[src/rtl/core/lruc_pkg.sv]
`timescale 1ns / 1ps

package lruc_pkg;

    // directory size and field widths
    localparam int ENTRIES = 8;
    localparam int KEY_W   = 32;
    localparam int CNT_W   = 32;
    localparam int CAP_W   = 4;
    localparam int IDX_W   = (ENTRIES > 1) ? $clog2(ENTRIES) : 1;
    localparam int RANK_W  = IDX_W;
    localparam int OCC_W   = $clog2(ENTRIES + 1);

    localparam logic [CAP_W-1:0] CAP_RESET = 4'd8;
    localparam logic [CNT_W-1:0] CNT_MAX   = '1;

    typedef logic [KEY_W-1:0]                 t_key;
    typedef logic [CNT_W-1:0]                 t_cnt;
    typedef logic [CAP_W-1:0]                 t_cap;
    typedef logic [OCC_W-1:0]                 t_occ;
    typedef logic [IDX_W-1:0]                 t_idx;
    typedef logic [RANK_W-1:0]                t_rank;
    typedef logic [ENTRIES-1:0]               t_vld_vec;
    typedef logic [ENTRIES-1:0][KEY_W-1:0]    t_key_arr;
    typedef logic [ENTRIES-1:0][RANK_W-1:0]   t_rank_arr;

    // tag compare and slot search results for one access
    typedef struct packed {
        logic  hit;
        t_idx  hit_idx;
        t_rank hit_rank;
        logic  free_found;
        t_idx  free_idx;
        t_idx  victim_idx;
    } t_lookup;

endpackage

[src/rtl/core/lruc_in_if.sv]
`timescale 1ns / 1ps

interface lruc_in_if;
    logic               valid;
    logic               ready;
    logic [31:0]        key;

    modport source (output valid, output key, input ready);
    modport sink   (input valid, input key, output ready);
endinterface

[src/rtl/core/lruc_out_if.sv]
`timescale 1ns / 1ps

interface lruc_out_if;
    logic               valid;
    logic               ready;
    logic               hit;
    logic               evicted_valid;
    logic [31:0]        evicted_key;
    logic [31:0]        hits_total;
    logic [31:0]        misses_total;

    modport source (output valid, output hit, output evicted_valid, output evicted_key,
                    output hits_total, output misses_total, input ready);
    modport sink   (input valid, input hit, input evicted_valid, input evicted_key,
                    input hits_total, input misses_total, output ready);
endinterface

[src/rtl/core/lruc_cfg_if.sv]
`timescale 1ns / 1ps

interface lruc_cfg_if;
    logic               valid;
    logic               ready;
    logic [3:0]         data;

    modport source (output valid, output data, input ready);
    modport sink   (input valid, input data, output ready);
endinterface

[src/rtl/core/lruc_match.sv]
`timescale 1ns / 1ps

module lruc_match (
    input  lruc_pkg::t_key      i_key,
    input  lruc_pkg::t_key_arr  i_keys,
    input  lruc_pkg::t_vld_vec  i_valid,
    input  lruc_pkg::t_rank_arr i_ranks,
    input  lruc_pkg::t_occ      i_occ,
    output lruc_pkg::t_lookup   o_lookup
);
    import lruc_pkg::*;

    t_rank w_oldest_rank;

    // oldest valid entry holds rank occupancy-1
    assign w_oldest_rank = RANK_W'(i_occ - t_occ'(1));

    // parallel tag compare, first free slot, victim search
    always_comb begin
        o_lookup = '0;
        for (int i = 0; i < ENTRIES; i++) begin
            if (!o_lookup.hit && i_valid[i] && (i_keys[i] == i_key)) begin
                o_lookup.hit      = 1'b1;
                o_lookup.hit_idx  = IDX_W'(i);
                o_lookup.hit_rank = i_ranks[i];
            end
            if (!o_lookup.free_found && !i_valid[i]) begin
                o_lookup.free_found = 1'b1;
                o_lookup.free_idx   = IDX_W'(i);
            end
            if (i_valid[i] && (i_ranks[i] == w_oldest_rank)) begin
                o_lookup.victim_idx = IDX_W'(i);
            end
        end
    end

endmodule

[src/rtl/core/lruc_dir.sv]
`timescale 1ns / 1ps

module lruc_dir (
    input  logic           i_clk,
    input  logic           i_rst_n,
    input  logic           i_upd,
    input  lruc_pkg::t_key i_key,
    input  lruc_pkg::t_occ i_limit,
    output logic           o_hit,
    output logic           o_evict,
    output lruc_pkg::t_key o_evicted_key,
    output logic           o_empty
);
    import lruc_pkg::*;

    t_key_arr  r_keys;
    t_vld_vec  r_valid;
    t_rank_arr r_rank;
    t_occ      r_occ;

    t_vld_vec  n_valid;
    t_rank_arr n_rank;
    t_occ      n_occ;
    t_lookup   w_lk;
    logic      w_full;
    t_idx      w_slot;

    lruc_match u_match (
        .i_key    (i_key),
        .i_keys   (r_keys),
        .i_valid  (r_valid),
        .i_ranks  (r_rank),
        .i_occ    (r_occ),
        .o_lookup (w_lk)
    );

    assign w_full        = !(r_occ < i_limit);
    assign w_slot        = w_full ? w_lk.victim_idx : w_lk.free_idx;
    assign o_hit         = w_lk.hit;
    assign o_evict       = !w_lk.hit && w_full;
    assign o_evicted_key = o_evict ? r_keys[w_lk.victim_idx] : '0;
    assign o_empty       = (r_occ == '0);

    // rank update: on a hit age younger entries, on a miss age all and insert
    always_comb begin
        n_valid = r_valid;
        n_rank  = r_rank;
        n_occ   = r_occ;
        if (w_lk.hit) begin
            for (int i = 0; i < ENTRIES; i++) begin
                if (r_valid[i] && (r_rank[i] < w_lk.hit_rank)) begin
                    n_rank[i] = r_rank[i] + t_rank'(1);
                end
            end
            n_rank[w_lk.hit_idx] = '0;
        end else begin
            for (int i = 0; i < ENTRIES; i++) begin
                if (r_valid[i]) begin
                    n_rank[i] = r_rank[i] + t_rank'(1);
                end
            end
            n_rank[w_slot]  = '0;
            n_valid[w_slot] = 1'b1;
            if (!w_full) begin
                n_occ = r_occ + t_occ'(1);
            end
        end
    end

    // key store, written on a miss
    always_ff @(posedge i_clk) begin
        if (i_upd && !w_lk.hit) begin
            r_keys[w_slot] <= i_key;
        end
    end

    // directory control state
    always_ff @(posedge i_clk) begin
        if (!i_rst_n) begin
            r_valid <= '0;
            r_rank  <= '0;
            r_occ   <= '0;
        end else if (i_upd) begin
            r_valid <= n_valid;
            r_rank  <= n_rank;
            r_occ   <= n_occ;
        end
    end

endmodule

[src/rtl/core/lru_cache_tracker_core.sv]
`timescale 1ns / 1ps

// path: an accepted input is held in the input register, which feeds the directory update;
// the update loads the result register once that register is free or being drained
// throughput: one access per cycle while o_out.ready drains the result register; lookup is combinational
// reset: synchronous active low; clears directory valid bits, ranks, occupancy and counters,
// capacity returns to 8
module lru_cache_tracker_core (
    input  logic        i_clk,
    input  logic        i_rst_n,
    lruc_in_if.sink     i_in,
    lruc_cfg_if.sink    i_cfg,
    lruc_out_if.source  o_out
);
    import lruc_pkg::*;

    logic  r_in_valid;
    t_key  r_in_key;
    t_cap  r_cap;
    t_cnt  r_hits;
    t_cnt  r_misses;
    logic  r_out_valid;
    logic  r_out_hit;
    logic  r_out_evict;
    t_key  r_out_evicted_key;

    t_cnt  n_hits;
    t_cnt  n_misses;
    logic  w_adv;
    t_occ  w_limit;
    logic  w_hit;
    logic  w_evict;
    t_key  w_evicted_key;
    logic  w_empty;

    // process when the result register is free or being drained
    assign w_adv       = r_in_valid && (!r_out_valid || o_out.ready);
    assign i_in.ready  = !r_in_valid || w_adv;
    assign i_cfg.ready = 1'b1;

    // capacity clamped to 1..ENTRIES
    always_comb begin
        if (r_cap == '0) begin
            w_limit = t_occ'(1);
        end else if (32'(r_cap) > ENTRIES) begin
            w_limit = t_occ'(ENTRIES);
        end else begin
            w_limit = t_occ'(r_cap);
        end
    end

    lruc_dir u_dir (
        .i_clk         (i_clk),
        .i_rst_n       (i_rst_n),
        .i_upd         (w_adv),
        .i_key         (r_in_key),
        .i_limit       (w_limit),
        .o_hit         (w_hit),
        .o_evict       (w_evict),
        .o_evicted_key (w_evicted_key),
        .o_empty       (w_empty)
    );

    // saturating counters
    always_comb begin
        n_hits   = r_hits;
        n_misses = r_misses;
        if (w_hit) begin
            if (r_hits != CNT_MAX) begin
                n_hits = r_hits + t_cnt'(1);
            end
        end else begin
            if (r_misses != CNT_MAX) begin
                n_misses = r_misses + t_cnt'(1);
            end
        end
    end

    // input register payload
    always_ff @(posedge i_clk) begin
        if (i_in.valid && i_in.ready) begin
            r_in_key <= i_in.key;
        end
    end

    // result register payload
    always_ff @(posedge i_clk) begin
        if (w_adv) begin
            r_out_hit         <= w_hit;
            r_out_evict       <= w_evict;
            r_out_evicted_key <= w_evicted_key;
        end
    end

    // control state, counters and capacity
    always_ff @(posedge i_clk) begin
        if (!i_rst_n) begin
            r_in_valid  <= 1'b0;
            r_out_valid <= 1'b0;
            r_hits      <= '0;
            r_misses    <= '0;
            r_cap       <= CAP_RESET;
        end else begin
            if (i_in.ready) begin
                r_in_valid <= i_in.valid;
            end
            if (w_adv) begin
                r_out_valid <= 1'b1;
                r_hits      <= n_hits;
                r_misses    <= n_misses;
            end else if (o_out.ready) begin
                r_out_valid <= 1'b0;
            end
            // capacity transfer only takes effect while the directory is empty
            if (i_cfg.valid && w_empty) begin
                r_cap <= i_cfg.data;
            end
        end
    end

    assign o_out.valid         = r_out_valid;
    assign o_out.hit           = r_out_hit;
    assign o_out.evicted_valid = r_out_evict;
    assign o_out.evicted_key   = r_out_evicted_key;
    assign o_out.hits_total    = r_hits;
    assign o_out.misses_total  = r_misses;

endmodule
[src/flat_wrapper.sv]
// flat-port wrapper written by rule: the top's interface ports become plain ports
module lru_cache_tracker_core_flat import lruc_pkg::*;
  (i_clk, i_rst_n, i_in_valid, i_in_key, i_in_ready, i_cfg_valid, i_cfg_data, i_cfg_ready, o_out_valid, o_out_hit, o_out_evicted_valid, o_out_evicted_key, o_out_hits_total, o_out_misses_total, o_out_ready);
  lruc_in_if i_in_i ();
  lruc_cfg_if i_cfg_i ();
  lruc_out_if o_out_i ();
  input  logic i_clk;
  input  logic i_rst_n;
  input wire logic [$bits(i_in_i.valid)-1:0] i_in_valid;
  input wire logic [$bits(i_in_i.key)-1:0] i_in_key;
  output wire logic [$bits(i_in_i.ready)-1:0] i_in_ready;
  input wire logic [$bits(i_cfg_i.valid)-1:0] i_cfg_valid;
  input wire logic [$bits(i_cfg_i.data)-1:0] i_cfg_data;
  output wire logic [$bits(i_cfg_i.ready)-1:0] i_cfg_ready;
  output wire logic [$bits(o_out_i.valid)-1:0] o_out_valid;
  output wire logic [$bits(o_out_i.hit)-1:0] o_out_hit;
  output wire logic [$bits(o_out_i.evicted_valid)-1:0] o_out_evicted_valid;
  output wire logic [$bits(o_out_i.evicted_key)-1:0] o_out_evicted_key;
  output wire logic [$bits(o_out_i.hits_total)-1:0] o_out_hits_total;
  output wire logic [$bits(o_out_i.misses_total)-1:0] o_out_misses_total;
  input wire logic [$bits(o_out_i.ready)-1:0] o_out_ready;
  assign i_in_i.valid = i_in_valid;
  assign i_in_i.key = i_in_key;
  assign i_in_ready = i_in_i.ready;
  assign i_cfg_i.valid = i_cfg_valid;
  assign i_cfg_i.data = i_cfg_data;
  assign i_cfg_ready = i_cfg_i.ready;
  assign o_out_valid = o_out_i.valid;
  assign o_out_hit = o_out_i.hit;
  assign o_out_evicted_valid = o_out_i.evicted_valid;
  assign o_out_evicted_key = o_out_i.evicted_key;
  assign o_out_hits_total = o_out_i.hits_total;
  assign o_out_misses_total = o_out_i.misses_total;
  assign o_out_i.ready = o_out_ready;
  lru_cache_tracker_core u_core (.i_clk(i_clk), .i_rst_n(i_rst_n), .i_in(i_in_i), .i_cfg(i_cfg_i), .o_out(o_out_i));
endmodule
[config.mk]
export PLATFORM = sky130hd
export DESIGN_NAME = lru_cache_tracker_core_flat
export DESIGN_NICKNAME = d
export VERILOG_FILES = /design/src/rtl/core/lruc_pkg.sv /design/src/rtl/core/lruc_in_if.sv /design/src/rtl/core/lruc_out_if.sv /design/src/rtl/core/lruc_cfg_if.sv /design/src/rtl/core/lruc_match.sv /design/src/rtl/core/lruc_dir.sv /design/src/rtl/core/lru_cache_tracker_core.sv /design/src/flat_wrapper.sv
export SDC_FILE = /design/constraint.sdc
export NUM_CORES = 1
export LEC_CHECK = 0
export BUFFER_PORTS_ARGS = -buffer_cell sky130_fd_sc_hd__buf_2
export CORE_ASPECT_RATIO = 1.25
export CORE_MARGIN = 1
export CORE_UTILIZATION = 55
export CTS_BUF_LIST = sky130_fd_sc_hd__clkbuf_4 sky130_fd_sc_hd__clkbuf_8 sky130_fd_sc_hd__clkbuf_16
export CTS_CLUSTER_DIAMETER = 50
export DETAILED_ROUTE_END_ITERATION = 10
export PLACE_DENSITY_LB_ADDON = 0.12
export SYNTH_ARGS = -nofsm -noshare
export SYNTH_HDL_FRONTEND = slang
export SYNTH_HIERARCHICAL = 1
export SYNTH_SLANG_ARGS = --single-unit
[constraint.sdc]
create_clock -name i_clk -period 4.8 [get_ports i_clk]
set_input_delay 1.2 -clock i_clk [delete_from_list [all_inputs] [get_ports i_clk]]
set_output_delay 1.2 -clock i_clk [all_outputs]
set_load 0.02 [all_outputs]
==> reports/qor.yml, run 1 <==
status: "finished, final reports clean"
setup_violations: 0
fp.dieArea_mm2: 0.0416
hold_path_class: "reg2reg"
clk_latency_ps: 560
max_freq_mhz: 213
rsz0062_at_grt: "no"
slew_headroom_pct: 21.9
tritoncts.num_buffers: 44
power_density_mw_per_mm2: 327
rows: 82
cts_tree: "built"
clock_path_buffers: 3
grt_max_degree: 44
ant_nets: 0
syn_to_final_growth_pct: 15.8
diodes: 0
wl_met1_mm: 24.9
design_area_mm2: 0.0260
whs_path_depth: 2
drc: 0
grt_pass1_vias: 16011
via_per_inst: 6.25
overflow: 0
crit_type: "reg2reg"
cts_sinks: 428
final_util_pct: 64.8
fin_crit_ps: 4690
power_switching_mw: 2.10
worst_pin_slew_ps: 1170
top_layer: "met4"
leakage_nw: 8.92
critPathMaxFanout: 9
setup_ws_ps: 108
tns_ps: 0
die_x_um: 183
routedWlPerCell_um: 25.4
initial_core_util_pct: 55.9
drt_pre_antenna_iters: 6
drtIter0Drc: 1343
syn_nets: 1892
num-fill-cells: 3054
die_h_um: 228
hold_slack_ps: 465
p_int_mw: 6.40
wl_mm: 66.8
hpwlAfterDp_mm: 46.3
skew_ps: 16.2
regToRegEndpoint: "u_core/u_dir/r_rank[7]$_SDFFE_PN0P_"
drv_cap: 0
r2r_slack_ps: 110
postSynthCellCount: 1819
grt_pass1_wl_mm: 98.6
drive_above_1_share_pct: 23.9
syn_area_per_cell_um2: 12.3
synthesis.area_mm2: 0.0224
htreeDepth: 2
p_seq_share_pct: 49.7
yosysWarnings: 6
worstRegToRegCells: 18
ios: 142
io_buffers: 140
clkTransAtPathRegs_ps: 60
clk_root_buffer_cell: "clkbuf_16"
switching_share_pct: 24.7
slew_violations: 0
vias: 16402
fin_crit_sh_pct: 97.8
finalNonFillerCells: 2626
start_kind: "flip-flop"
p_total_mw: 8.50
track_usage_pct: 31.9
placed_cell_area_mm2: 0.0240
core_area_mm2: 0.0401
combinationalPowerShare_pct: 9.5
hp-start: "u_core/r_cap[0]$_SDFFE_PN0P_"
dp.cells: 2492
timing.critical_path.to_type: "flip-flop"
route.met2.wl_mm: 32.9
gp_congestion: 1.00
hold_path_end: "u_core/r_cap[0]$_SDFFE_PN0P_"
required_ps: 5250
place_ws_ps: -291
crit_arrival_ps: 5140
r2r-start: "u_core/r_in_key[26]$_DFFE_PP_"
fin_nets: 2117
ir_drop_uv: 321
wl_met3_mm: 4.32
hold_violations: 0
clockPowerShare_pct: 40.7
antenna_found_initial: 0
==> critical path, cell delays in order (launching register included) <==
cell      delay (ps)
edfxtp_1         510
buf_4            230
xnor2_1          240
nand4_1          310
nor3_2           270
nand4_1          120
buf_4            190
or2_2            290
nor3_1           260
buf_4            190
a21oi_1           60
a22o_1           210
inv_1            240
ha_1             320
and2_1           180
a221oi_2         380
mux2i_1          230
o21ai_0          100
o221a_2          250
==> flip-flops by register name, indices dropped and copies added, names as in the netlist <==
signal,cells
u_core/o_out.evicted_key,32
u_core/o_out.hit,1
u_core/o_out.evicted_valid,1
u_core/o_out.hits_total,32
u_core/r_in_valid,1
u_core/o_out.misses_total,32
u_core/r_cap,4
u_core/u_dir/r_valid,8
u_core/r_in_key,32
u_core/o_out.valid,1
u_core/u_dir/r_keys,256
u_core/u_dir/r_rank,24
u_core/u_dir/r_occ,4
==> how the worst max path moves through the flow <==
stage / from / end / cells past startpoint
after floorplan: u_core/u_dir/r_occ[0]$_SDFFE_PN0P_ / u_core/u_dir/r_keys[192]$_DFFE_PP_ / 17
after global placement: u_core/r_in_key[23]$_DFFE_PP_ / u_core/u_dir/r_rank[7]$_SDFFE_PN0P_ / 15
after CTS: u_core/r_in_key[5]$_DFFE_PP_ / u_core/u_dir/r_rank[7]$_SDFFE_PN0P_ / 16
after global routing: u_core/r_in_key[12]$_DFFE_PP_ / u_core/u_dir/r_rank[7]$_SDFFE_PN0P_ / 16
after detailed placement: u_core/r_in_key[23]$_DFFE_PP_ / u_core/u_dir/r_rank[7]$_SDFFE_PN0P_ / 15
final: u_core/r_in_key[26]$_DFFE_PP_ / u_core/u_dir/r_rank[7]$_SDFFE_PN0P_ / 18
==> power by group through the flow <==
| stage | clock [mW] | combinational [mW] | sequential [mW] |
|---|---|---|---|
| floorplan | 0 | 0.490 | 4.27 |
| global placement | 0 | 0.715 | 4.32 |
| detailed placement | 0 | 0.725 | 4.33 |
| CTS | 3.51 | 0.741 | 4.24 |
| global route | 3.65 | 0.860 | 4.24 |
| finish | 3.46 | 0.810 | 4.23 |
==> routing by layer <==
layer | GRT usage [%] | up-vias
met4 | 19.2 | 0
met2 | 54.3 | 694
met1 | 38.4 | 8192
li1 | - | 7326
met3 | 4.20 | 190
met5 | 0 | -
==> layout make-up <==
class	count	area, µm²	area share [%]
multi-input combinational	1257	10100	38.7
tap	546	683	2.63
inverter	32	120	0.462
sequential	428	11800	45.4
clock inverter	27	233	0.895
clock buffer	55	1220	4.69
timing repair buffer	281	1880	7.25
==> layout by cell type (no fill, tap or decap), types with 9 or more instances in the layout <==
| cell type | n |
|---|---|
| a21oi_1 | 66 |
| a31oi_1 | 20 |
| and2_1 | 13 |
| and3_1 | 12 |
| buf_12 | 10 |
| buf_2 | 140 |
| buf_4 | 131 |
| clkbuf_16 | 46 |
| clkbuf_4 | 9 |
| clkinv_1 | 10 |
| dfxtp_1 | 106 |
| edfxtp_1 | 322 |
| ha_1 | 32 |
| inv_1 | 32 |
| mux2i_1 | 74 |
| mux4_2 | 64 |
| nand2_1 | 119 |
| nand2b_1 | 38 |
| nand3_1 | 50 |
| nand4_1 | 51 |
| nor2_1 | 66 |
| nor3_1 | 33 |
| nor3b_1 | 9 |
| nor4_1 | 44 |
| o211ai_1 | 10 |
| o21a_1 | 12 |
| o21ai_0 | 41 |
| o31ai_1 | 36 |
| or3_1 | 13 |
| or4_1 | 37 |
| xnor2_1 | 111 |
| xor2_1 | 164 |
==> timing repair <==
| action | in CTS | in global routing |
|---|---|---|
| pin swaps | 1 | 2 |
| setup buffers | 8 | 44 |
| gates resized for setup | 2 | 8 |
| endpoints found under the setup margin | 24 | 24 |
| hold buffers | 0 | 0 |
| cloned | 0 | 0 |
(Power assumes the default switching activity.)
==> run 2: changes to the inputs <==
ABC_AREA = 1   (was default)
==> run 2 against run 1 <==
Effect of this change:
- synthesized cell count is 59% higher
- clock power is 12% higher
- critical endpoint is now u_core/u_dir/r_rank[23]$_SDFFE_PN0P_
- clock skew is 5.2 ps higher
- total power is 3.9% higher
==> reports/qor.yml, run 2 <==
status: "finished, final reports clean"  # unchanged
cts_resized: 0  # was 2
post-cts-setup-buffers: 0  # was 8
largest_reg_flops: 256  # unchanged
setup_violations: 0  # unchanged
ir_drop_uv: 328  # was 321 µV
tns_ps: 0  # unchanged
drtIter0Drc: 2403  # was 1343
clk_latency_ps: 600  # was 560 ps
hpwlAfterDp_mm: 61.8  # was 46.3 mm
cts_sinks: 428  # unchanged
num-fill-cells: 3812  # was 3054
layout_common_cells: "787 x nand2_1, 322 x edfxtp_1, 309 x nor2_1, 259 x inv_1, 213 x a21oi_1"  # was 322 x edfxtp_1, 164 x xor2_1, 140 x buf_2, 131 x buf_4, 119 x nand2_1
grt_pass1_wl_mm: 127  # was 98.6 mm
track_usage_pct: 38.4  # was 31.9%
crit_type: "reg2reg"  # unchanged
synthesis.area_mm2: 0.0242  # was 0.0224 mm²
worstRegToRegCells: 20  # was 18
slew_headroom_pct: 16.2  # was 21.9%
clock_path_buffers: 3  # unchanged
core_area_mm2: 0.0433  # was 0.0401 mm²
fin_nets: 3093  # was 2117
regToRegEndpoint: "u_core/u_dir/r_rank[23]$_SDFFE_PN0P_"  # was u_core/u_dir/r_rank[7]$_SDFFE_PN0P_
syn_area_per_cell_um2: 8.38  # was 12.3 µm²
wl_mm: 86.9  # was 66.8 mm
ios: 142  # unchanged
routedWlPerCell_um: 24.0  # was 25.4 µm
yosysWarnings: 6  # unchanged
slew_violations: 0  # unchanged
drt_pre_antenna_iters: 6  # unchanged
htreeDepth: 2  # unchanged
drive_above_1_share_pct: 13.9  # was 23.9%
die_x_um: 190  # was 183 µm
grt_pass1_vias: 20536  # was 16.0k
r2r-start: "u_core/u_dir/r_keys[15]$_DFFE_PP_"  # was u_core/r_in_key[26]$_DFFE_PP_
crit_arrival_ps: 4930  # was 5140 ps
power_density_mw_per_mm2: 325  # was 327 mW/mm²
clkTransAtPathRegs_ps: 60  # about the same
route.met2.wl_mm: 41.4  # was 32.9 mm
tritoncts.num_buffers: 48  # was 44
required_ps: 5320  # was 5250 ps
wl_met1_mm: 31.6  # was 24.9 mm
max_freq_mhz: 226  # was 213 MHz
clk_root_buffer_cell: "clkbuf_16"  # unchanged
grt_max_degree: 129  # was 44
hp-start: "u_core/r_cap[1]$_SDFFE_PN0P_"  # was u_core/r_cap[0]$_SDFFE_PN0P_
hold_path_end: "u_core/r_cap[1]$_SDFFE_PN0P_"  # was u_core/r_cap[0]$_SDFFE_PN0P_
fin_crit_ps: 4420  # was 4690 ps
vias: 21973  # was 16.4k
cts_hold_buf: 0  # unchanged
skew_ps: 21.4  # was 16.2 ps
ant_nets: 0  # unchanged
overflow: 0  # unchanged
start_kind: "flip-flop"  # unchanged
hold_path_class: "reg2reg"  # unchanged
drc: 0  # unchanged
wl_met3_mm: 6.81  # was 4.32 mm
layout_commonest_cell: "nand2_1"  # was edfxtp_1
whs_path_depth: 2  # unchanged
top_layer: "met4"  # unchanged
via_per_inst: 6.06  # was 6.25
cts_tree: "built"  # unchanged
fin_crit_sh_pct: 92.0  # was 97.8%
timing.critical_path.to_type: "flip-flop"  # unchanged
die_h_um: 237  # was 228 µm
finalNonFillerCells: 3626  # was 2626
dp.cells: 3535  # was 2492
hold_violations: 0  # unchanged
rows: 85  # was 82
critPathMaxFanout: 8  # was 9
r2r_slack_ps: 380  # was 110 ps
fp.dieArea_mm2: 0.0449  # was 0.0416 mm²
postSynthCellCount: 2892  # was 1819
initial_core_util_pct: 56.0  # was 55.9%
design_area_mm2: 0.0272  # was 0.0260 mm²
io_buffers: 140  # unchanged
hold_slack_ps: 488  # was 465 ps
rsz0062_at_grt: "no"  # unchanged
syn_to_final_growth_pct: 12.1  # was 15.8%
leakage_nw: 11.1  # was 8.92 nW
syn_nets: 2965  # was 1892
placed_cell_area_mm2: 0.0255  # was 0.0240 mm²
gp_congestion: 1.04  # was 1.00
worst_pin_slew_ps: 1250  # was 1170 ps
largest-register: "u_core/u_dir/r_keys"  # unchanged
antenna_found_initial: 0  # unchanged
drv_cap: 0  # unchanged
==> run 2: how the worst max path moves through the flow <==
stage	start	to	slack, ps	depth (start not counted)
finish	u_core/u_dir/r_keys[15]$_DFFE_PP_	u_core/u_dir/r_rank[23]$_SDFFE_PN0P_	380	20
global route	u_core/r_in_key[31]$_DFFE_PP_	u_core/u_dir/r_rank[23]$_SDFFE_PN0P_	140	24
CTS	u_core/u_dir/r_keys[15]$_DFFE_PP_	u_core/u_dir/r_rank[20]$_SDFFE_PN0P_	540	20
detailed placement	u_core/r_in_key[31]$_DFFE_PP_	u_core/u_dir/r_rank[20]$_SDFFE_PN0P_	600	24
global placement	u_core/u_dir/r_occ[0]$_SDFFE_PN0P_	u_core/u_dir/r_keys[188]$_DFFE_PP_	650	13
floorplan	u_core/u_dir/r_occ[0]$_SDFFE_PN0P_	u_core/u_dir/r_keys[100]$_DFFE_PP_	940	17
==> run 2: layout make-up <==
| class | instances | area (µm²) | area share (%) |
|---|---|---|---|
| Inverter | 299 | 1130 | 4.16 |
| Antenna cell | 1 | 2.50 | 0.00921 |
| Tap cell | 565 | 707 | 2.60 |
| Multi-Input combinational cell | 2051 | 10600 | 39.2 |
| Timing Repair Buffer | 192 | 1230 | 4.52 |
| Clock buffer | 60 | 1330 | 4.91 |
| Clock inverter | 30 | 330 | 1.22 |
| Sequential cell | 428 | 11800 | 43.4 |
==> run 2: routing by layer <==
| layer | global-route usage, % | vias to the layer above |
|---|---|---|
| met5 | 0 | - |
| met4 | 28.3 | 0 |
| met3 | 6.45 | 282 |
| met2 | 63.7 | 1148 |
| met1 | 44.8 | 10528 |
| li1 | - | 10015 |
==> run 2: critical path: stages, from the launching register on <==
cell and delay, ps:
edfxtp_1 420, xnor2_1 700, nand3_1 480, nand3b_1 370, nor2_4 260, nor2_2 80, nand3_4 90, nand3_1 90
nand2_1 60, nand4_1 80, nand2_1 70, nand2_1 40, inv_1 280, ha_1 320, a21oi_1 180, nand3_1 200
nand2_1 150, nand2_1 70, o21ai_0 150, inv_1 50, a21oi_1 150
==> run 2: power breakdown <==
group	leakage [nW]	internal, mW	switching, mW	total (mW)
Clock	0.822	2.27	1.60	3.87
Combinational	6.50	0.244	0.526	0.770
Sequential	3.81	4.07	0.112	4.18
==> run 2: per-stage QoR <==
| stage | power (mW) | utilization (%) | worst slack, ps |
|---|---|---|---|
| 6_report | 8.83 | 62.8 | 383 |
| 5_1_grt | 9.06 | 62.8 | 145 |
| 4_1_cts | 8.85 | 62.8 | 536 |
| 3_5_place_dp | 5.01 | 58.9 | 599 |
| 3_3_place_gp | 4.99 | 58.9 | 648 |
| 2_1_floorplan | 4.72 | - | 935 |
